[config.mk]
export PLATFORM = sky130hd
export DESIGN_NAME = zero_run_byte_encoder_top_flat
export DESIGN_NICKNAME = d
export VERILOG_FILES = /design/src/rtl/core/zrbe_pkg.sv /design/src/rtl/core/zrbe_if.sv /design/src/rtl/core/zrbe_ctrl.sv /design/src/rtl/core/zrbe_dp.sv /design/src/rtl/core/zero_run_byte_encoder_top.sv /design/src/flat_wrapper.sv
export SDC_FILE = /design/constraint.sdc
export NUM_CORES = 1
export LEC_CHECK = 0
export BUFFER_PORTS_ARGS = -buffer_cell sky130_fd_sc_hd__buf_2
export CORE_ASPECT_RATIO = 0.75
export CORE_MARGIN = 2
export CORE_UTILIZATION = 50
export CTS_CLUSTER_SIZE = 25
export DETAILED_ROUTE_END_ITERATION = 10
export GPL_ROUTABILITY_DRIVEN = 0
export PLACE_DENSITY = 0.7
export SYNTH_ARGS = -nofsm -noshare
export SYNTH_HDL_FRONTEND = slang
export SYNTH_SLANG_ARGS = --single-unit
[constraint.sdc]
create_clock -name clk -period 4.6 [get_ports clk]
set_input_delay 0.46 -clock clk [delete_from_list [all_inputs] [get_ports clk]]
set_output_delay 0.46 -clock clk [all_outputs]
set_load 0.03 [all_outputs]
[src/rtl/core/zrbe_pkg.sv]
// shared constants, codes and controller/datapath bundles for the zero-run byte encoder
// no dependencies
`default_nettype none

package zrbe_pkg;

    localparam int MAX_COUNT_GROUPS = 4;
    localparam int GROUP_BITS       = 7;
    localparam int COUNT_W          = 28;
    localparam int RUN_BITS         = (GROUP_BITS * MAX_COUNT_GROUPS > COUNT_W) ?
                                      COUNT_W : GROUP_BITS * MAX_COUNT_GROUPS;
    localparam int GRP_W            = (MAX_COUNT_GROUPS > 1) ? $clog2(MAX_COUNT_GROUPS) : 1;

    localparam logic [COUNT_W-1:0] RUN_LIMIT = COUNT_W'((64'd1 << RUN_BITS) - 64'd1);

    localparam logic [1:0] OP_DATA  = 2'd0;
    localparam logic [1:0] OP_FLUSH = 2'd1;
    localparam logic [1:0] OP_ADD   = 2'd2;
    localparam logic [1:0] OP_RSVD  = 2'd3;

    localparam logic [7:0] RUN_MARKER = 8'h00;
    localparam logic [7:0] GROUP_MASK = 8'h7f;
    localparam logic [7:0] GROUP_CONT = 8'h80;

    typedef struct packed {
        logic load_byte;
        logic add_one;
        logic add_count;
        logic take_run;
        logic put_marker;
        logic put_group;
        logic put_byte;
        logic group_last;
    } zrbe_cmd_t;

    typedef struct packed {
        logic run_zero;
        logic group_final;
        logic out_free;
    } zrbe_stat_t;

endpackage

`default_nettype wire

[src/rtl/core/zrbe_if.sv]
// valid/ready channel interfaces for the raw input and the coded output
// depends on zrbe_pkg
`default_nettype none

interface zrbe_raw_if;
    logic                          valid;
    logic                          ready;
    logic [1:0]                    operation;
    logic [7:0]                    data_byte;
    logic [zrbe_pkg::COUNT_W-1:0]  zero_count;

    modport source (output valid, output operation, output data_byte, output zero_count,
                    input ready);
    modport sink   (input valid, input operation, input data_byte, input zero_count,
                    output ready);
endinterface

interface zrbe_coded_if;
    logic       valid;
    logic       ready;
    logic [7:0] out_byte;
    logic       last;

    modport source (output valid, output out_byte, output last, input ready);
    modport sink   (input valid, input out_byte, input last, output ready);
endinterface

`default_nettype wire

[src/rtl/core/zrbe_ctrl.sv]
// sequencing state machine: accepts items and steps through marker, groups and byte
// depends on zrbe_pkg
`default_nettype none

module zrbe_ctrl (
    input  wire                        clk,
    input  wire                        rst_n,
    input  wire                        raw_valid,
    input  wire  [1:0]                 raw_op,
    input  wire                        byte_zero,
    output logic                       raw_ready,
    input  wire  zrbe_pkg::zrbe_stat_t stat,
    output zrbe_pkg::zrbe_cmd_t        cmd
);
    import zrbe_pkg::*;

    localparam logic [1:0] ST_IDLE  = 2'd0;
    localparam logic [1:0] ST_MARK  = 2'd1;
    localparam logic [1:0] ST_GROUP = 2'd2;
    localparam logic [1:0] ST_BYTE  = 2'd3;

    logic [1:0] state_reg;
    logic [1:0] state_next;
    logic       byte_pend_reg;
    logic       byte_pend_next;

    assign raw_ready = (state_reg == ST_IDLE);

    always_comb
    begin
        cmd            = '0;
        state_next     = state_reg;
        byte_pend_next = byte_pend_reg;
        case (state_reg)
            ST_IDLE:
            begin
                if (raw_valid)
                begin
                    case (raw_op)
                        OP_DATA:
                        begin
                            if (byte_zero)
                            begin
                                cmd.add_one = 1'b1;
                            end
                            else
                            begin
                                cmd.load_byte = 1'b1;
                                if (stat.run_zero)
                                begin
                                    state_next = ST_BYTE;
                                end
                                else
                                begin
                                    cmd.take_run   = 1'b1;
                                    byte_pend_next = 1'b1;
                                    state_next     = ST_MARK;
                                end
                            end
                        end
                        OP_FLUSH:
                        begin
                            if (!stat.run_zero)
                            begin
                                cmd.take_run   = 1'b1;
                                byte_pend_next = 1'b0;
                                state_next     = ST_MARK;
                            end
                        end
                        OP_ADD:
                        begin
                            cmd.add_count = 1'b1;
                        end
                        default:
                        begin
                        end
                    endcase
                end
            end
            ST_MARK:
            begin
                if (stat.out_free)
                begin
                    cmd.put_marker = 1'b1;
                    state_next     = ST_GROUP;
                end
            end
            ST_GROUP:
            begin
                if (stat.out_free)
                begin
                    cmd.put_group  = 1'b1;
                    cmd.group_last = stat.group_final && !byte_pend_reg;
                    if (stat.group_final)
                    begin
                        state_next = byte_pend_reg ? ST_BYTE : ST_IDLE;
                    end
                end
            end
            ST_BYTE:
            begin
                if (stat.out_free)
                begin
                    cmd.put_byte = 1'b1;
                    state_next   = ST_IDLE;
                end
            end
            default:
            begin
                state_next = ST_IDLE;
            end
        endcase
    end

    always_ff @(posedge clk or negedge rst_n)
    begin
        if (!rst_n)
        begin
            state_reg     <= ST_IDLE;
            byte_pend_reg <= 1'b0;
        end
        else
        begin
            state_reg     <= state_next;
            byte_pend_reg <= byte_pend_next;
        end
    end

endmodule

`default_nettype wire

[src/rtl/core/zrbe_dp.sv]
// datapath: saturating run counter, group shifter, held byte and output register
// depends on zrbe_pkg
`default_nettype none

module zrbe_dp (
    input  wire                           clk,
    input  wire                           rst_n,
    input  wire  [7:0]                    data_byte,
    input  wire  [zrbe_pkg::COUNT_W-1:0]  zero_count,
    input  wire  zrbe_pkg::zrbe_cmd_t     cmd,
    output zrbe_pkg::zrbe_stat_t          stat,
    output logic                          out_valid,
    input  wire                           out_ready,
    output logic [7:0]                    out_byte,
    output logic                          out_last
);
    import zrbe_pkg::*;

    logic [COUNT_W-1:0] count_reg;
    logic [COUNT_W-1:0] count_next;
    logic [COUNT_W-1:0] shift_reg;
    logic [COUNT_W-1:0] shift_next;
    logic [GRP_W-1:0]   grp_reg;
    logic [GRP_W-1:0]   grp_next;
    logic [7:0]         byte_reg;
    logic [7:0]         byte_next;
    logic               ovalid_reg;
    logic               ovalid_next;
    logic [7:0]         obyte_reg;
    logic [7:0]         obyte_next;
    logic               olast_reg;
    logic               olast_next;

    logic [COUNT_W-1:0] addend;
    logic [COUNT_W:0]   sum;
    logic               rest_zero;
    logic               put_any;

    assign addend    = cmd.add_one ? COUNT_W'(1) : zero_count;
    assign sum       = {1'b0, count_reg} + {1'b0, addend};
    assign rest_zero = (shift_reg[COUNT_W-1:GROUP_BITS] == '0);
    assign put_any   = cmd.put_marker || cmd.put_group || cmd.put_byte;

    assign stat.run_zero    = (count_reg == '0);
    assign stat.group_final = rest_zero || (grp_reg == GRP_W'(MAX_COUNT_GROUPS - 1));
    assign stat.out_free    = !ovalid_reg || out_ready;

    assign out_valid = ovalid_reg;
    assign out_byte  = obyte_reg;
    assign out_last  = olast_reg;

    always_comb
    begin
        count_next  = count_reg;
        shift_next  = shift_reg;
        grp_next    = grp_reg;
        byte_next   = byte_reg;
        ovalid_next = ovalid_reg && !out_ready;
        obyte_next  = obyte_reg;
        olast_next  = olast_reg;

        if (cmd.add_one || cmd.add_count)
        begin
            count_next = (sum > {1'b0, RUN_LIMIT}) ? RUN_LIMIT : sum[COUNT_W-1:0];
        end
        if (cmd.take_run)
        begin
            shift_next = count_reg;
            count_next = '0;
            grp_next   = '0;
        end
        if (cmd.load_byte)
        begin
            byte_next = data_byte;
        end

        // output register load
        if (put_any)
        begin
            ovalid_next = 1'b1;
        end
        if (cmd.put_marker)
        begin
            obyte_next = RUN_MARKER;
            olast_next = 1'b0;
        end
        if (cmd.put_group)
        begin
            obyte_next = (shift_reg[7:0] & GROUP_MASK) |
                         (stat.group_final ? 8'h00 : GROUP_CONT);
            olast_next = cmd.group_last;
            shift_next = shift_reg >> GROUP_BITS;
            grp_next   = grp_reg + GRP_W'(1);
        end
        if (cmd.put_byte)
        begin
            obyte_next = byte_reg;
            olast_next = 1'b1;
        end
    end

    always_ff @(posedge clk or negedge rst_n)
    begin
        if (!rst_n)
        begin
            count_reg  <= '0;
            grp_reg    <= '0;
            ovalid_reg <= 1'b0;
        end
        else
        begin
            count_reg  <= count_next;
            grp_reg    <= grp_next;
            ovalid_reg <= ovalid_next;
        end
    end

    always_ff @(posedge clk)
    begin
        shift_reg <= shift_next;
        byte_reg  <= byte_next;
        obyte_reg <= obyte_next;
        olast_reg <= olast_next;
    end

endmodule

`default_nettype wire

[src/rtl/core/zero_run_byte_encoder_top.sv]
// Zero-run byte encoder. Zero data bytes and add-zeros operations only grow a pending run
// count (saturating at 2^28-1); a nonzero byte or a flush sends the run as a 0x00 marker and
// one to four 7-bit groups, low group first, with bit 7 set on all but the last group, and a
// nonzero byte then follows as itself. An item that only counts, and an undefined operation,
// leaves the block ready for the next item. An item that sends bytes holds off new input until
// its last byte is loaded into the single output register, which moves one byte per transfer;
// output stalls hold the sequence in its current step.
// depends on zrbe_pkg, zrbe_if, zrbe_ctrl, zrbe_dp
`default_nettype none

module zero_run_byte_encoder_top (
    input  wire           clk,
    input  wire           rst_n,
    zrbe_raw_if.sink      raw,
    zrbe_coded_if.source  coded
);
    import zrbe_pkg::*;

    zrbe_cmd_t  cmd;
    zrbe_stat_t stat;
    logic       byte_zero;

    assign byte_zero = (raw.data_byte == 8'h00);

    zrbe_ctrl u_ctrl (
        .clk       (clk),
        .rst_n     (rst_n),
        .raw_valid (raw.valid),
        .raw_op    (raw.operation),
        .byte_zero (byte_zero),
        .raw_ready (raw.ready),
        .stat      (stat),
        .cmd       (cmd)
    );

    zrbe_dp u_dp (
        .clk        (clk),
        .rst_n      (rst_n),
        .data_byte  (raw.data_byte),
        .zero_count (raw.zero_count),
        .cmd        (cmd),
        .stat       (stat),
        .out_valid  (coded.valid),
        .out_ready  (coded.ready),
        .out_byte   (coded.out_byte),
        .out_last   (coded.last)
    );

endmodule

`default_nettype wire

[src/flat_wrapper.sv]
// flat-port wrapper written by rule: the top's interface ports become plain ports
module zero_run_byte_encoder_top_flat import zrbe_pkg::*;
  (clk, rst_n, raw_valid, raw_operation, raw_data_byte, raw_zero_count, raw_ready, coded_valid, coded_out_byte, coded_last, coded_ready);
  zrbe_raw_if raw_i ();
  zrbe_coded_if coded_i ();
  input  wire clk;
  input  wire rst_n;
  input wire logic [$bits(raw_i.valid)-1:0] raw_valid;
  input wire logic [$bits(raw_i.operation)-1:0] raw_operation;
  input wire logic [$bits(raw_i.data_byte)-1:0] raw_data_byte;
  input wire logic [$bits(raw_i.zero_count)-1:0] raw_zero_count;
  output wire logic [$bits(raw_i.ready)-1:0] raw_ready;
  output wire logic [$bits(coded_i.valid)-1:0] coded_valid;
  output wire logic [$bits(coded_i.out_byte)-1:0] coded_out_byte;
  output wire logic [$bits(coded_i.last)-1:0] coded_last;
  input wire logic [$bits(coded_i.ready)-1:0] coded_ready;
  assign raw_i.valid = raw_valid;
  assign raw_i.operation = raw_operation;
  assign raw_i.data_byte = raw_data_byte;
  assign raw_i.zero_count = raw_zero_count;
  assign raw_ready = raw_i.ready;
  assign coded_valid = coded_i.valid;
  assign coded_out_byte = coded_i.out_byte;
  assign coded_last = coded_i.last;
  assign coded_i.ready = coded_ready;
  zero_run_byte_encoder_top u_core (.clk(clk), .rst_n(rst_n), .raw(raw_i), .coded(coded_i));
endmodule
==> run summary, run 1 <==
CP bufs+invs - 2
Vias per cell - 5.698
FF-to-FF path depth - 17
Pleak - 2.511 nW
Number of core rows - 31
Via count - 4034
DIE AREA - 10620 um2
CTS Buf Count - 9
Cell Area, Synth - 4903 um2
Cell taking the most area after synthesis - edfxtp_1
Total clock sinks - 79
CP Data Required Time - 4.80 ns
DR iter-0 viols - 274
All-layer global routing usage - 22.09%
Worst-Skew Late Latency - 0.33 ns
Crit Reg-Reg Startpoint - u_core.u_ctrl.state_reg[0]
DRC Markers - 0
Crit path DAT - 4.28 ns
Internal - 2.443 mW
CP Max Fanout - 20
CP Cell Sequence - nor2_2 -> nand2_1 -> or3_1 -> nor2_2 -> buf_4 -> or2_2 -> ha_1 -> inv_1 -> fa_1 -> nor2b_4 -> o31a_1 -> o21bai_4 -> a32oi_1 -> a221oi_1 -> o31ai_1 -> xnor2_1 -> o211ai_1
Final hold violation count - 0
Top delay family on crit path - compound AO/OA/AOI/OAI gates
Outcome - completed
Tmin final - 4.081 ns
Largest cells by area after synthesis - edfxtp_1, dfrtp_1, ha_1
Worst Max-Slew Pin Slew - 1.086 ns
Critical Path Sink - u_core.u_dp.count_reg[22]
Seq/Total Area, Yosys - 43.28%
Number of enable flip-flop cells after synthesis - 37
Final core utilization - 58.97%
Final non-filler cell total - 708
Post-DR wirelength/cell - 15.88 um
Clk pwr share - 20.9%
Starting density of the core - 51.18%
I/O pin total - 53
Antenna viol nets, final - 0
Most frequent cells in the layout - nand2_1, a21oi_1, buf_2
PD cells - 727.5 nW/um2
RSZ-0062 raised after global routing - no
Gate Count Post-Synth - 524
Critical Path Sink Type - flip-flop
Root buf cell - clkbuf_16
Initial antenna violation count - 0
Max-slew violation count - 0
CP Depth - 17
Syn nets - 596
Htree depth - 3
Port Buf Inserts - 52
Logic pwr share - 45.4%
Commonest non-fill, non-tap cell in the layout - nand2_1
Slowest cell on crit path - dfrtp_1
Filler cell count - 823
Post-synth ARST share - 43.04%
Die height - 89.76 um
Reg2reg setup slack - 0.52 ns
Switching share of total power - 40.55%
Mean post-synth cell area - 9.358 um2
WS Path Type - reg2reg
Diodes inserted - 0
CP Launch Point - u_core.u_ctrl.state_reg[0]
Grt total ovfl - 0
Area grow syn2layout - 15.21%
Setup crit start kind - flip-flop
Post-CTS Hold Buffers - 0
Die X - 118.4 um
Library cells used by synthesis - 57
Synth warnings - 0
Hold Path Class - in2async
Max Clk Rate - 0.2450 GHz
Worst-path clk slew - 0.06 ns
Global-route wire length before repair - 18930 um
Top_reg_cell synth - edfxtp_1
Register share of total power - 33.7%
Placed insts - 692
Post-detailed-routing wire length - 11240 um
Share of cells above drive strength 1 - 16.15%
Clk_skew - 0.004818 ns
HPWL after DPL - 8489 um
Total placed instance area - 5279 um2
Nets - 643
Setup tns final - 0 ns
Crit Reg-Reg Endpoint - u_core.u_dp.count_reg[22]
Top cell type's share of synthesized area - 22.66%
Most used cell, CP - nor2_2
Drt pass-1 iters - 6
Largest net degree at the start of global routing - 40
VDD IR-drop max - 0.0002850 V
Max cap viols - 0
Core area - 9580 um2
Post-CTS sizing - 0
Vias in the first global route - 3814
Period utilisation layout - 88.71%
Endpoints failing setup - 0
CTS Buffer Depth - 2
Post-CTS setup repair buffer count - 0
#FFs+latches synth - 79
Final instance area - 5649 um2
Switching power total - 1.667 mW
Critical path's largest stage delay - 0.46 ns
Total power - 4.110 mW
CTS tree - built
Max_slew headroom - 27.58%
[logic make-up (layout without fill, tap and decap cells)]
kind of cell,count (synthesis),in the layout,synth area share (%)
mux,8,8,1.659
simple gates,197,197,19.37
fa+ha+maj,30,30,7.808
compound gates,156,156,21.05
flops,79,79,43.28
xor+xnor,23,23,4.108
buf+inv,31,83,2.730
[metal layers]
metal,GRT usage (%),up-vias,routed length [um]
li1,-,2012,-
met1,32.32,1878,5406
met2,33.29,132,5021
met3,4.632,12,678
met4,6.024,0,135
met5,0,-,0
[synth_stat cells (3+ instances only)]
master	n
nor4_1	12
o211ai_1	5
a21o_1	10
o31ai_1	3
nor2b_1	29
nand3_1	8
a21oi_1	64
clkbuf_1	18
nor3_1	4
edfxtp_1	37
o21ai_0	20
a21oi_2	4
xor2_1	11
nor2_1	27
nand4_1	6
a22o_1	7
dfxtp_1	8
inv_1	9
or3_1	4
a31oi_1	14
and3_1	4
ha_1	29
mux2i_1	7
xnor2_1	12
nand2_1	85
dfrtp_1	34
nand2b_1	6
o21a_1	6
or2_2	4
[per-stage QoR]
step                setup slack, ns  hold WS [ns]
CTS                          0.5447        0.2206
floorplan                    0.4228        0.1644
global placement             0.5704        0.4754
detailed placement           0.5435        0.4821
global route                 0.2019        0.2476
finish                       0.5192        0.1922
[layout make-up]
type                            count  area (um2)  area share [%]
Clock buffer                        9       225.2           3.987
Clock inverter                      7       145.1           2.569
Inverter                            9       33.78          0.5980
Multi-Input combinational cell    414        2653           46.95
Sequential cell                    79        2122           37.56
Tap cell                          132       165.2           2.924
Timing Repair Buffer               58       305.3           5.404
[worst min path at each step]
stage	start	to	slack, ns	depth (start not counted)
5_1_grt	rst_n	u_core.u_ctrl.state_reg[1]	0.25	1
2_1_floorplan	rst_n	u_core.u_ctrl.byte_pend_reg	0.16	0
4_1_cts	rst_n	u_core.u_dp.grp_reg[0]	0.22	1
6_report	rst_n	u_core.u_ctrl.state_reg[0]	0.19	1
3_5_place_dp	u_core.u_dp.out_last	u_core.u_dp.out_last	0.48	2
3_3_place_gp	u_core.u_dp.out_last	u_core.u_dp.out_last	0.48	2
[power by group through the flow]
stage	clock network (mW)	logic [mW]	registers (mW)
finish	0.860	1.87	1.38
global route	0.899	2.10	1.42
CTS	0.868	1.86	1.38
detailed placement	0	1.85	1.39
global placement	0	1.81	1.37
floorplan	0	1.41	1.35
No activity file was read; power rests on OpenSTA's default activity.
==> inputs of run 2 (changes only) <==
--- a/config.mk
+++ b/config.mk
@@ -9,9 +9,9 @@
 export CORE_ASPECT_RATIO = 0.75
 export CORE_MARGIN = 2
-export CORE_UTILIZATION = 50
+export CORE_UTILIZATION = 55
 export CTS_CLUSTER_SIZE = 25
 export DETAILED_ROUTE_END_ITERATION = 10
 export GPL_ROUTABILITY_DRIVEN = 0
-export PLACE_DENSITY = 0.7
+export PLACE_DENSITY = 0.82
 export SYNTH_ARGS = -nofsm -noshare
 export SYNTH_HDL_FRONTEND = slang
==> constraint.sdc (replaced) <==
create_clock -name clk -period 4.6 [get_ports clk]
set_input_delay 0.46 -clock clk [delete_from_list [all_inputs] [get_ports clk]]
set_output_delay 0.46 -clock clk [all_outputs]
set_load 0.02 [all_outputs]
==> run summary, run 2 (synthesis gave the netlist of run 1 again) <==
Outcome - finished, violations left
Failing checks - DRC
CTS Buffer Depth - 2 (unchanged)
WS Path Type - reg2reg
DR iter-0 viols - 488 (+78%)
I/O pin total - 53 (unchanged)
Worst-path clk slew - 0.06 ns (about the same)
Initial antenna violation count - 0 (unchanged)
Vias in the first global route - 3825 (+0.29%)
Met3 wire len - 787 um (+16%)
Endpoints failing setup - 0 (unchanged)
Htree depth - 3 (unchanged)
Max_slew headroom - 25.52% (-2.1 points)
Root buf cell - clkbuf_16
Via count - 4111 (+1.9%)
Core area - 8563 um2 (-11%)
Max Clk Rate - 0.2409 GHz (-1.7%)
CP Max Fanout - 27 (+35%)
Max cap viols - 0 (unchanged)
Filler cell count - 708 (-14%)
Final core utilization - 64.58% (+5.6 points)
Area grow syn2layout - 12.78%
CP Data Required Time - 4.80 ns (about the same)
Clk_skew - 0.003934 ns (-0.0008838 ns)
Number of core rows - 29 (-6.5%)
Max-slew violation count - 0 (unchanged)
Post-CTS setup repair buffer count - 0 (unchanged)
Setup crit start kind - flip-flop
Vias per cell - 6.019 (+5.6%)
Hold Path Class - in2async
Die X - 113.0 um (-4.5%)
PD cells - 709.6 nW/um2 (-2.5%)
Hold_ws - 0.1991 ns (+0.006981 ns)
Setup tns final - 0 ns (unchanged)
DIE AREA - 9695 um2 (-8.7%)
Final hold violation count - 0 (unchanged)
Worst-Skew Late Latency - 0.33 ns (about the same)
Post-CTS sizing - 0 (unchanged)
Post-CTS Hold Buffers - 0 (unchanged)
All-layer global routing usage - 24.59% (+2.5 points)
Port Buf Inserts - 52 (unchanged)
Post-detailed-routing wire length - 11630 um (+3.4%)
Commonest non-fill, non-tap cell in the layout - nand2_1
Starting density of the core - 57.26% (+6.1 points)
CTS Buf Count - 9 (unchanged)
Diodes inserted - 0 (unchanged)
Largest net degree at the start of global routing - 40 (unchanged)
Global-route wire length before repair - 18980 um (+0.26%)
Share of cells above drive strength 1 - 15.65% (-0.49 points)
Met2 wire len - 5121 um (+2.0%)
DRC Markers - 5 (+5)
RSZ-0062 raised after global routing - no
HPWL after DPL - 8444 um (-0.53%)
Critical Path Sink Type - flip-flop
Top Layer Used - met4
Post-DR wirelength/cell - 17.03 um (+7.2%)
Crit path DAT - 4.35 ns (+0.07 ns)
Period utilisation layout - 90.24% (+1.5 points)
CTS tree - built
Total clock sinks - 79 (unchanged)
Grt total ovfl - 0 (unchanged)
Pleak - 2.470 nW (-1.6%)
Worst Max-Slew Pin Slew - 1.117 ns (+0.03086 ns)
Nets - 642 (-0.16%)
VDD IR-drop max - 0.0003264 V (+15%)
Tmin final - 4.151 ns (+0.07003 ns)
Die height - 85.77 um (-4.4%)
WL met1 - 5570 um (+3.0%)
Drt pass-1 iters - 8 (+2)
Antenna viol nets, final - 0 (unchanged)
Most frequent cells in the layout - nand2_1, a21oi_1, buf_2
run 2: through the flow:
stage | worst slack (ns) | total power [mW] | cell area, um2 | cells
after floorplan | 0.5111 | 2.731 | 4903 | 524
after global placement | 0.5543 | 3.106 | 5241 | 667
after detailed placement | 0.5104 | 3.187 | 5241 | 667
after CTS | 0.4660 | 3.892 | 5530 | 683
after global routing | 0.1721 | 4.190 | 5530 | 683
final | 0.4491 | 3.924 | 5530 | 683
run 2: routing by layer:
layer | global-route usage (%) | up-vias
met5 | 0 | -
met4 | 5.543 | 0
met3 | 5.018 | 15
met2 | 38.65 | 163
met1 | 35.51 | 1928
li1 | - | 2005
run 2: layout make-up:
cell class                 instances  area, um2  share of cell area (%)
timing repair buffer              57      297.8                   5.385
inverter                           9      33.78                  0.6109
tap                              108      135.1                   2.443
multi-input combinational        414       2653                   47.96
clock buffer                      10      229.0                   4.140
sequential                        79       2122                   38.37
clock inverter                     6      60.06                   1.086
run 2: worst max-delay path: stages (launching register included):
cell and delay, ns:
dfrtp_1 0.47, nor2_2 0.20, nand2_1 0.12, or3_1 0.38
nor2_2 0.12, buf_4 0.30, or2_2 0.17, ha_1 0.15
inv_1 0.05, fa_1 0.44, nor2b_4 0.14, o31a_1 0.23
o21bai_4 0.11, a32oi_1 0.36, a221oi_1 0.19, o31ai_1 0.30
xnor2_1 0.17, o211ai_1 0.09
run 2: final timing paths:
check	from	end	slack, ns	cells past startpoint
min in group clk	raw_data_byte[1]	u_core.u_dp.byte_reg[1]	0.32	1
worst max-delay path	u_core.u_ctrl.state_reg[0]	u_core.u_dp.count_reg[22]	0.45	17
worst min register to register	u_core.u_dp.out_last	u_core.u_dp.out_last	0.48	2
worst min-delay path	rst_n	u_core.u_dp.out_valid	0.20	1
max in group asynchronous	rst_n	u_core.u_dp.count_reg[1]	3.90	1
worst max register to register	u_core.u_ctrl.state_reg[0]	u_core.u_dp.count_reg[22]	0.45	17
run 2: where the power goes:
part	leakage, nW	switching, mW	total (mW)	internal (mW)
clock network	0.140	0.275	0.693	0.418
registers	0.845	0.277	1.38	1.10
logic	1.49	1.10	1.85	0.754
total	2.47	1.65	3.92	2.27
